<file path="src/sv/fpcc_pkg.sv">
`default_nettype none
// ----------------------------------------------------------------------------
// fpcc_pkg
// Shared constants, codes and controller/datapath signal groups of the
// fragment pair coverage counter.
// ----------------------------------------------------------------------------
package fpcc_pkg;

    localparam int HIT_DEPTH  = 65536;
    localparam int POS_BITS   = 28;

    localparam int ADDR_W     = $clog2(HIT_DEPTH);
    localparam int CNT_W      = $clog2(HIT_DEPTH + 1);
    localparam int ENTRY_W    = POS_BITS + 1;
    localparam int SUM_W      = POS_BITS + 1;

    localparam int OPCODE_W   = 2;
    localparam int IN_POS_W   = 28;
    localparam int ANCHOR_W   = 17;
    localparam int PAIR_W     = 24;
    localparam int GAP_W      = 16;
    localparam int CFG_IDX_W  = 2;
    localparam int CFG_DATA_W = 16;

    localparam logic [PAIR_W-1:0] PAIR_MAX      = {PAIR_W{1'b1}};
    localparam logic [GAP_W-1:0]  MIN_GAP_RESET = GAP_W'(0);
    localparam logic [GAP_W-1:0]  MAX_GAP_RESET = GAP_W'(400);

    typedef enum logic [OPCODE_W-1:0] {
        OP_LOAD_SAMPLE  = 2'd0,
        OP_LOAD_CONTROL = 2'd1,
        OP_QUERY        = 2'd2,
        OP_CLEAR        = 2'd3
    } t_opcode;

    localparam logic [CFG_IDX_W-1:0] REG_MIN_GAP = CFG_IDX_W'(0);
    localparam logic [CFG_IDX_W-1:0] REG_MAX_GAP = CFG_IDX_W'(1);

    typedef struct packed {
        logic load_sample;
        logic load_control;
        logic clear;
        logic start;
        logic init;
        logic rd;
        logic rd_j;
        logic idx_dec;
        logic idx_inc;
        logic fwd;
        logic j_inc;
        logic pair;
        logic list_end;
        logic out_load;
    } t_cmd;

    typedef struct packed {
        logic n_zero;
        logic back_more;
        logic idx_zero;
        logic idx_lt_n;
        logic pos_lt_summit;
        logic fwd_hit;
        logic j_lt_n;
        logic in_window;
        logic list_ctl;
        logic out_free;
    } t_status;

endpackage
`default_nettype wire

</file>
<file path="src/sv/fpcc_ctrl.sv">
`default_nettype none
// ----------------------------------------------------------------------------
// fpcc_ctrl
// Sequencer: takes input words and steps the backward scan, the forward hit
// walk and the reverse hit walk of each list through the datapath.
// ----------------------------------------------------------------------------
module fpcc_ctrl (
    input  wire logic                            i_clk,
    input  wire logic                            i_rst_n,
    input  wire logic                            i_valid,
    input  wire logic [fpcc_pkg::OPCODE_W-1:0]   i_opcode,
    output logic                                 o_ready,
    input  wire fpcc_pkg::t_status               i_status,
    output fpcc_pkg::t_cmd                       o_cmd
);
    import fpcc_pkg::*;

    typedef enum logic [9:0] {
        S_IDLE     = 10'b00_0000_0001,
        S_INIT     = 10'b00_0000_0010,
        S_BACK_RD  = 10'b00_0000_0100,
        S_BACK_EV  = 10'b00_0000_1000,
        S_OUT_RD   = 10'b00_0001_0000,
        S_OUT_EV   = 10'b00_0010_0000,
        S_IN_RD    = 10'b00_0100_0000,
        S_IN_EV    = 10'b00_1000_0000,
        S_LIST_END = 10'b01_0000_0000,
        S_DONE     = 10'b10_0000_0000
    } t_state;

    t_state  r_state;
    t_state  n_state;
    t_opcode op;
    logic    accept;

    assign o_ready = (r_state == S_IDLE);
    assign accept  = i_valid && o_ready;
    assign op      = t_opcode'(i_opcode);

    always_comb begin
        n_state = r_state;
        o_cmd   = '0;
        unique case (r_state)
            S_IDLE: begin
                if (accept) begin
                    unique case (op)
                        OP_LOAD_SAMPLE:  o_cmd.load_sample  = 1'b1;
                        OP_LOAD_CONTROL: o_cmd.load_control = 1'b1;
                        OP_CLEAR:        o_cmd.clear        = 1'b1;
                        OP_QUERY: begin
                            o_cmd.start = 1'b1;
                            n_state     = S_INIT;
                        end
                        default: ;
                    endcase
                end
            end
            S_INIT: begin
                o_cmd.init = 1'b1;
                n_state    = i_status.n_zero ? S_LIST_END : S_BACK_RD;
            end
            S_BACK_RD: begin
                o_cmd.rd = 1'b1;
                n_state  = S_BACK_EV;
            end
            S_BACK_EV: begin
                if (i_status.back_more && !i_status.idx_zero) begin
                    o_cmd.idx_dec = 1'b1;
                    n_state       = S_BACK_RD;
                end else if (i_status.back_more) begin
                    n_state = S_OUT_RD;
                end else begin
                    o_cmd.idx_inc = 1'b1;
                    n_state       = S_OUT_RD;
                end
            end
            S_OUT_RD: begin
                if (i_status.idx_lt_n) begin
                    o_cmd.rd = 1'b1;
                    n_state  = S_OUT_EV;
                end else begin
                    n_state = S_LIST_END;
                end
            end
            S_OUT_EV: begin
                if (!i_status.pos_lt_summit) begin
                    n_state = S_LIST_END;
                end else if (i_status.fwd_hit) begin
                    o_cmd.fwd = 1'b1;
                    n_state   = S_IN_RD;
                end else begin
                    o_cmd.idx_inc = 1'b1;
                    n_state       = S_OUT_RD;
                end
            end
            S_IN_RD: begin
                if (i_status.j_lt_n) begin
                    o_cmd.rd   = 1'b1;
                    o_cmd.rd_j = 1'b1;
                    n_state    = S_IN_EV;
                end else begin
                    o_cmd.idx_inc = 1'b1;
                    n_state       = S_OUT_RD;
                end
            end
            S_IN_EV: begin
                if (i_status.in_window) begin
                    o_cmd.pair  = 1'b1;
                    o_cmd.j_inc = 1'b1;
                    n_state     = S_IN_RD;
                end else begin
                    o_cmd.idx_inc = 1'b1;
                    n_state       = S_OUT_RD;
                end
            end
            S_LIST_END: begin
                o_cmd.list_end = 1'b1;
                n_state        = i_status.list_ctl ? S_DONE : S_INIT;
            end
            S_DONE: begin
                if (i_status.out_free) begin
                    o_cmd.out_load = 1'b1;
                    n_state        = S_IDLE;
                end
            end
            default: n_state = S_IDLE;
        endcase
    end

    always_ff @(posedge i_clk) begin
        if (!i_rst_n) begin
            r_state <= S_IDLE;
        end else begin
            r_state <= n_state;
        end
    end
endmodule
`default_nettype wire

</file>
<file path="config.mk">
export PLATFORM = sky130hd
export DESIGN_NAME = fpcc_ctrl
export DESIGN_NICKNAME = d
export VERILOG_FILES = /design/src/sv/fpcc_pkg.sv /design/src/sv/fpcc_ctrl.sv
export SDC_FILE = /design/constraint.sdc
export NUM_CORES = 1
export LEC_CHECK = 0
export ABC_AREA = 1
export ABC_CLOCK_PERIOD_IN_PS = 2400
export BUFFER_PORTS_ARGS = -buffer_cell sky130_fd_sc_hd__buf_2
export CORE_AREA = 3 3 43 45
export DETAILED_ROUTE_END_ITERATION = 7
export DIE_AREA = 0 0 46 48
export HOLD_SLACK_MARGIN = 0.15
export PLACE_DENSITY = 0.78
export SLEW_MARGIN = 40
export SYNTH_ARGS = -nofsm -noshare
export SYNTH_HDL_FRONTEND = slang
export SYNTH_SLANG_ARGS = --single-unit
export TNS_END_PERCENT = 30
</file>
<file path="constraint.sdc">
create_clock -name i_clk -period 2.4 [get_ports i_clk]
set_clock_uncertainty 0.05 [all_clocks]
set_input_delay 0.48 -clock i_clk [delete_from_list [all_inputs] [get_ports i_clk]]
set_output_delay 0.48 -clock i_clk [all_outputs]
set_load 0.02 [all_outputs]
</file>
==> impl_metrics.tcl, run 1 <==
set metrics [dict create \
    row_count 14 \
    period_needed_ns 2.115 \
    antenna_found_initial 0 \
    routedWlPerCell_um 10.87 \
    port_buffers 29 \
    gr-total-overflow 0 \
    synth_area_leaders "dfxtp_1 (27%), nand2_1 (13%), inv_1 (11%)" \
    final_util_pct 60.30 \
    leakage_nw 0.5536 \
    post_cts_buffers 0 \
    synth_seq_cells 10 \
    tightest_slew_ns 0.1988 \
    hold_viol 0 \
    num_vias 817 \
    cp_slowest_cell "dfxtp_1" \
    synth.cell_area_um2 728.2 \
    vias_per_cell 4.922 \
    reg_top3 "r_state: 10 flops" \
    cts.sink_count 10 \
    placed_cells 163 \
    cts_hold_buffers 0 \
    slowest_delay_ns 0.36 \
    slew_headroom_pct 86.73 \
    post_cts_resized 0 \
    drtIter0Drc 11 \
    grt_pass1_wl_um 2663 \
    syn_to_final_growth_pct 24.74 \
    die_y_um 48 \
    holdCritPathClass "input pin to flip-flop" \
    setup-tns-final_ns 0 \
    globalplace.congestion 0.9529 \
    grt_max_degree 7 \
    drcViolationCount 0 \
    ys_types 20 \
    power_density_mw_per_mm2 626.0 \
    synth_area_per_cell_um2 6.119 \
    grt_pass1_vias 703 \
    yosys.area.top_type "dfxtp_1" \
    vdd_ir_drop_max_v 0.0003149 \
    drive_above_1_share_pct 32.67 \
    die_w_um 46 \
    regMostFlops "r_state" \
    critPathTopFamily "buffers and inverters" \
    cp_max_fo 4 \
    startpoint_type "flip-flop" \
    clk_latency_ns 0.27 \
    n_antenna_cell 0 \
    min_period_over_period_pct 88.11 \
    seq_area_frac_synth_pct 27.49 \
    cp_num_buf_inv 3 \
    whs_ns 0.3797 \
    synth_top_cell_area_share_pct 27.49 \
    start_util_pct 48.34 \
    register_area_um2 200.2 \
    final_nets 167 \
    largest_register_ffs 10 \
    dp_hpwl_um 1498 \
    fillers 154 \
    first_pass_iters 4 \
    clk_path_buf_depth 2 \
    cap_violations 0 \
    postSynthNetCount 134 \
    clockRootBuffer "clkbuf_4" \
    clkTransAtPathRegs_ns 0.07 \
    layout_common_cells "buf_2 (29), nand2_1 (25), inv_1 (22)" \
    rsz0062_at_grt "no" \
    setup_viol 0 \
    netlist_instances 119 \
    cts_tree "yes" \
    cp_data_arrival_time_ns 1.58 \
    final_cells 166 \
    required_ns 1.87 \
    status "completed" \
    max_freq_mhz 472.9 \
    slew_violations 0 \
    multi_input_area_um2 426.7 \
    final_common_cell "buf_2" \
    track_usage_pct 17.28 \
    cpMostUsedCell "inv_1" \
    synth_warnings 0 \
    cts_made_buffers 3 \
    critPathCaptureType "output pin" \
    cts_max_level 1 \
    crit_chain "nor2_4 > nand2_4 > inv_1 > nand3_1 > o21ai_1 > inv_1 > o211ai_1 > buf_2" \
    rrSetupSlack_ns 1.01 \
    io_pins 30 \
    ant_nets 0 \
    crit_type "flip-flop to output pin" \
    core_mm2 0.001506 \
    wirelength_um 1804 \
    dieArea_mm2 0.002208 \
]
Yosys cell counts:
library cell / instances
o21ai_1: 2
nand4_1: 3
o221ai_1: 1
nand2_2: 2
a21oi_1: 2
inv_1: 22
nand2_4: 1
buf_4: 1
inv_2: 3
nor2_4: 4
nor2_1: 20
nand3_2: 1
o21a_1: 2
nand3_1: 12
nor2_2: 5
nand4_2: 1
o21ai_0: 1
dfxtp_1: 10
o211ai_1: 1
nand2_1: 25
per-stage QoR:
stage,instance area [um2],worst slack (ns),power [mW]
finish,908.4,0.2853,0.5686
global route,908.4,0.1750,0.6098
CTS,908.4,0.2949,0.5703
detailed placement,885.9,0.5961,0.4542
global placement,885.9,0.6478,0.4449
floorplan,728.2,0.5827,0.3860
power by group:
group,leakage [nW],total (mW),switching (mW),internal (mW)
combinational,0.459,0.259,0.173,0.0868
clock,0.0138,0.116,0.0580,0.0580
sequential,0.0808,0.193,0.0125,0.181
kinds of logic (layout without fill, tap and decap cells):
family	after synthesis	count (layout)	synth area share, %
compound gates	9	9	7.731
buf+inv	26	57	13.92
flops	10	10	27.49
simple gates	74	74	50.86
worst paths after layout:
check / cells past startpoint / to / startpoint
worst max-delay path: 8 / o_cmd[5] / r_state[9]
worst min-delay path: 2 / r_state[0] / i_rst_n
worst max register to register: 10 / r_state[0] / r_state[6]
worst min register to register: 2 / r_state[9] / r_state[9]
routing by layer:
| layer | share of wire [%] | vias up | track usage, % | routed length (um) |
|---|---|---|---|---|
| li1 | - | 431 | - | - |
| met1 | 44 | 332 | 18.89 | 798 |
| met2 | 43 | 44 | 30.77 | 779 |
| met3 | 10 | 10 | 3.383 | 184 |
| met4 | 2.3 | 0 | 10.23 | 42 |
| met5 | 0 | - | 0 | 0 |
cell type report:
type	count	area share [%]
sequential	10	22.04
inverter	25	10.33
timing repair buffer	29	15.98
tap	16	2.204
multi-input combinational	83	46.97
clock buffer	3	2.479
(Power assumes the default switching activity.)
==> inputs of run 2 (changes only) <==
Settings changed: CORE_AREA 3 3 43 45 to 3 3 45 47, DIE_AREA 0 0 46 48 to 0 0 48 50, PLACE_DENSITY 0.78 to 0.72.
==> impl_metrics.tcl, run 2 (synthesized netlist as in run 1, its figures left out) <==
set metrics [dict create \
    track_usage_pct 16.97 \
    slew_violations 0 \
    vdd_ir_drop_max_v 0.0002874 \
    p_seq_share_pct 31.9 \
    cts_hold_buffers 0 \
    p_comb_share_pct 42.3 \
    largest_register_ffs 10 \
    setup_viol 0 \
    final_nets 167 \
    slew_headroom_pct 86.00 \
    cts.sink_count 10 \
    ant_nets 0 \
    grt_max_degree 7 \
    dieArea_mm2 0.002400 \
    io_pins 30 \
    grt_pass1_vias 751 \
    register_area_um2 200.2 \
    clkTransAtPathRegs_ns 0.07 \
    start_util_pct 43.11 \
    first_pass_iters 4 \
    rsz0062_at_grt "no" \
    min_period_over_period_pct 86.33 \
    reg_top3 "r_state: 10 flops" \
    n_antenna_cell 0 \
    post_cts_buffers 0 \
    row_count 15 \
    cts_made_buffers 3 \
    power_density_mw_per_mm2 649.6 \
    syn_to_final_growth_pct 26.80 \
    required_ns 1.87 \
    dp_hpwl_um 1525 \
    port_buffers 29 \
    tightest_slew_ns 0.2097 \
    p_clk_share_pct 25.8 \
    holdCritPathClass "input pin to flip-flop" \
    drive_above_1_share_pct 33.11 \
    globalplace.congestion 0.7720 \
    cp_data_arrival_time_ns 1.54 \
    wirelength_um 1840 \
    timing.rr.start "r_state[7]" \
    critPathCaptureType "output pin" \
    clk_latency_ns 0.27 \
    layout_common_cells "buf_2 (29), nand2_1 (25), inv_1 (22)" \
    switching_share_pct 40.06 \
    place_area_um2 887.1 \
    post_cts_resized 0 \
    drcViolationCount 0 \
    clockRootBuffer "clkbuf_4" \
    antenna_found_initial 0 \
    cts_max_level 1 \
    status "completed" \
    fillers 175 \
    internal-power_mw 0.3595 \
    cp_max_fo 4 \
    grt_pass1_wl_um 2946 \
    multi_input_area_um2 426.7 \
    final_cells 168 \
    core_mm2 0.001689 \
    period_needed_ns 2.072 \
    p_sw_mw 0.2403 \
    worstHoldStart "i_rst_n" \
    cap_violations 0 \
    crit_type "flip-flop to output pin" \
    cts_tree "yes" \
    final_common_cell "buf_2" \
    gr-total-overflow 0 \
    startpoint_type "flip-flop" \
    vias_per_cell 4.988 \
    regMostFlops "r_state" \
    design_area_um2 923.4 \
    hold_viol 0 \
    leakage_nw 0.5608 \
    final_util_pct 54.67 \
    die_y_um 50 \
    placed_cells 164 \
    num_vias 838 \
    die_w_um 48 \
    drtIter0Drc 12 \
    clk_path_buf_depth 2 \
    power_mw 0.5998 \
    cp-startpoint "r_state[8]" \
    max_freq_mhz 482.6 \
    setup-tns-final_ns 0 \
    routedWlPerCell_um 10.95 \
]
-- run 2: cell count changes in the layout (fill, tap and decap cells not counted), sizes merged --
cell | before | now
clkbuf | 3 | 4
-- run 2: path summary, 6_finish.rpt --
kind / end / slack, ns / cells after the start
setup / recovery: o_cmd[5] / 0.33 / 8
hold / removal: r_state[0] / 0.40 / 2
setup reg to reg: r_state[0] / 1.03 / 10
hold reg to reg: r_state[9] / 0.60 / 2
-- run 2: stage by stage --
step           hold slack [ns]  worst slack (ns)
2_1_floorplan           0.4987            0.5827
3_3_place_gp            0.5730            0.6567
3_5_place_dp            0.5873            0.6390
4_1_cts                 0.4090            0.3228
5_1_grt                 0.4134            0.2128
6_report                0.4008            0.3280
-- run 2: critical path, stage by stage (launching register included) --
cell and delay (ns):
dfxtp_1 0.35, nor2_4 0.15, nand2_4 0.09, inv_1 0.12, nand3_1 0.10, o21ai_1 0.14
inv_1 0.07, o211ai_1 0.07, buf_2 0.19
-- run 2: cell type report --
class / instances / share of cell area [%]
Multi-Input combinational cell: 83 / 46.21
Sequential cell: 10 / 21.68
Timing Repair Buffer: 29 / 15.72
Inverter: 25 / 10.16
Clock buffer: 4 / 3.930
Tap cell: 17 / 2.304
-- run 2: routing by layer --
layer  vias up  GRT usage, %  routed length (um)
li1        429             -                   -
met1       369         19.43                 804
met2        33         28.85                 866
met3         7         3.650                 126
met4         0         6.726                  43
met5         -             0                   0
-- run 2: power by group through the flow --
| stage | Clock (mW) | Sequential, mW | Combinational (mW) |
|---|---|---|---|
| global route | 0.167 | 0.193 | 0.292 |
| CTS | 0.158 | 0.191 | 0.256 |
| floorplan | 0 | 0.193 | 0.192 |
| detailed placement | 0 | 0.195 | 0.255 |
| finish | 0.155 | 0.192 | 0.254 |
| global placement | 0 | 0.195 | 0.248 |
==> inputs of run 3 (changes only) <==
Settings changed: ABC_AREA 1 to default, CORE_AREA 3 3 45 47 to 3 3 44 46, DIE_AREA 0 0 48 50 to 0 0 47 49, PLACE_DENSITY 0.72 to 0.73.
==> impl_metrics.tcl, run 3 <==
set metrics [dict create \
    postSynthNetCount 102 \
    dp_hpwl_um 1472 \
    final_nets 140 \
    r2r-end "r_state[4]" \
    fillers 138 \
    place_area_um2 849.6 \
    final_common_cell "buf_2" \
    cp_data_arrival_time_ns 1.98 \
    period_needed_ns 2.506 \
    rsz0062_at_grt "yes" \
    grt_pass1_wl_um 3118 \
    cts_max_level 1 \
    reg_top3 "r_state: 10 flops" \
    largest_register_ffs 10 \
    antenna_found_initial 0 \
    core_mm2 0.001541 \
    synth_top_cell_area_share_pct 28.47 \
    slew_violations 0 \
    dieArea_mm2 0.002303 \
    rrSetupSlack_ns 0.55 \
    power_density_mw_per_mm2 396.1 \
    violations "negative setup slack" \
    syn_to_final_growth_pct 41.64 \
    rr_worst_depth 6 \
    layout_common_cells "buf_2 (26), buf_4 (9), inv_1 (8)" \
    clk_latency_ns 0.27 \
    final_util_pct 64.61 \
    clk_path_buf_depth 2 \
    synth_seq_cells 10 \
    whs_ns 0.4186 \
    num_vias 760 \
    drive_above_1_share_pct 50.00 \
    max_freq_mhz 399.1 \
    synth.cell_area_um2 703.2 \
    hold_viol 0 \
    synth_ff_type "dfxtp_1" \
    synth_area_leaders "dfxtp_1 (28%), nor3b_1 (5.3%), o21ai_0 (4.3%)" \
    drcViolationCount 0 \
    routedWlPerCell_um 14.16 \
    netlist_instances 87 \
    holdCritPathClass "input pin to flip-flop" \
    cts_tree "yes" \
    regMostFlops "r_state" \
    design_area_um2 996.0 \
    n_antenna_cell 0 \
    crit_type "flip-flop to output pin" \
    first_pass_iters 3 \
    critPathCaptureType "output pin" \
    vdd_ir_drop_max_v 0.0002635 \
    clockRootBuffer "clkbuf_4" \
    final_cells 140 \
    cts_made_buffers 3 \
    pre_cts_ws_ns 0.05126 \
    min_period_over_period_pct 104.4 \
    status "complete, but fails checks" \
    timing.rr.start "r_state[6]" \
    die_y_um 49 \
    wirelength_um 1982 \
    synthArstFlopShare_pct 0 \
    endpoint "o_cmd[5]" \
    cts_hold_buffers 0 \
    ys_types 34 \
    yosysMostFrequentCell "dfxtp_1" \
    start_util_pct 45.62 \
    leakage_nw 0.4603 \
    required_ns 1.87 \
    ant_nets 0 \
    tightest_slew_ns 0.3847 \
    globalplace.congestion 0.7627 \
    gr-total-overflow 0 \
    seq_area_frac_synth_pct 28.47 \
    synth_edf_count 0 \
    io_pins 30 \
    clkTransAtPathRegs_ns 0.06 \
    vias_per_cell 5.429 \
    worst_slack_ns -0.1058 \
    cp_max_fo 4 \
    port_buffers 29 \
    track_usage_pct 18.00 \
    grt_pass1_vias 723 \
    synth_warnings 0 \
    slew_headroom_pct 74.16 \
    yosys-top-cells-count "dfxtp_1 (10), inv_1 (8), nor2_1 (8)" \
    synth_area_per_cell_um2 8.082 \
    die_w_um 47 \
    cap_violations 0 \
    placed_cells 129 \
    grt_max_degree 11 \
    yosys.area.top_type "dfxtp_1" \
    startpoint_type "flip-flop" \
    setup_viol 3 \
    drtIter0Drc 6 \
    row_count 14 \
    cts.sink_count 10 \
    cp-startpoint "r_state[6]" \
]
run 3: changes by cell type in the layout (fill, tap and decap cells not counted), sizes merged, moves of 5 or more:
cell   before  now
buf        29   36
inv        25    8
nand2      28    4
nand3      13    4
nor2       29    8
nor3b       0    5
run 3: worst max-delay path, cell delays in order (launching register included):
cell	delay [ns]
dfxtp_2	0.34
nor4_4	0.30
nand3_2	0.11
or4b_4	0.50
o22a_1	0.22
o21ai_1	0.08
buf_4	0.15
run 3: area by class of cell:
| cell class | count | area, um2 | area share, % |
|---|---|---|---|
| Clock buffer | 4 | 36.28 | 3.643 |
| Inverter | 8 | 30.03 | 3.015 |
| Multi-Input combinational cell | 66 | 491.7 | 49.37 |
| Sequential cell | 10 | 209.0 | 20.98 |
| Tap cell | 16 | 20.02 | 2.010 |
| Timing Repair Buffer | 36 | 209.0 | 20.98 |
run 3: what timing repair did:
item                                    4_1_cts  5_1_grt
resized for setup                             7       14
endpoints found under the setup margin        2       10
endpoints found under the hold margin         0        0
pin swaps                                     3        5
buffers inserted                              5        2
run 3: cells by family (layout without fill, tap and decap cells):
family	Yosys count	after routing	share of synthesized area [%]
compound gates	19	19	19.75
simple gates	46	46	43.60
buf+inv	11	48	6.940
flops	10	10	28.47
xor+xnor	1	1	1.246
run 3: worst min path at each step:
stage	start	to	slack, ns	cells past startpoint
after global placement	r_state[9]	r_state[5]	0.62	2
after detailed placement	r_state[9]	r_state[5]	0.63	2
after floorplan	r_state[9]	r_state[0]	0.56	2
after CTS	i_status[6]	r_state[5]	0.42	2
final	i_status[6]	r_state[5]	0.42	2
after global routing	i_status[6]	r_state[5]	0.41	2
run 3: power breakdown:
group	switching, mW	internal, mW	leakage, nW
combinational	0.0369	0.0323	0.357
clock	0.0626	0.0922	0.0210
sequential	0.00330	0.167	0.0827
total	0.103	0.292	0.460
run 3: routing by layer:
layer | share of wire (%) | GRT usage (%) | vias to the layer above
met1 | 41 | 23.67 | 349
met4 | 2.5 | 4.147 | 0
met3 | 4.3 | 5.904 | 4
li1 | - | - | 389
met5 | 0 | 0 | -
met2 | 52 | 27.83 | 18
run 3: through the flow:
stage,power [mW],TNS (ns)
floorplan,0.2087,0
global placement,0.2305,0
detailed placement,0.2331,0
CTS,0.3914,-0.1674
global route,0.4127,-0.5387
finish,0.3945,-0.1251
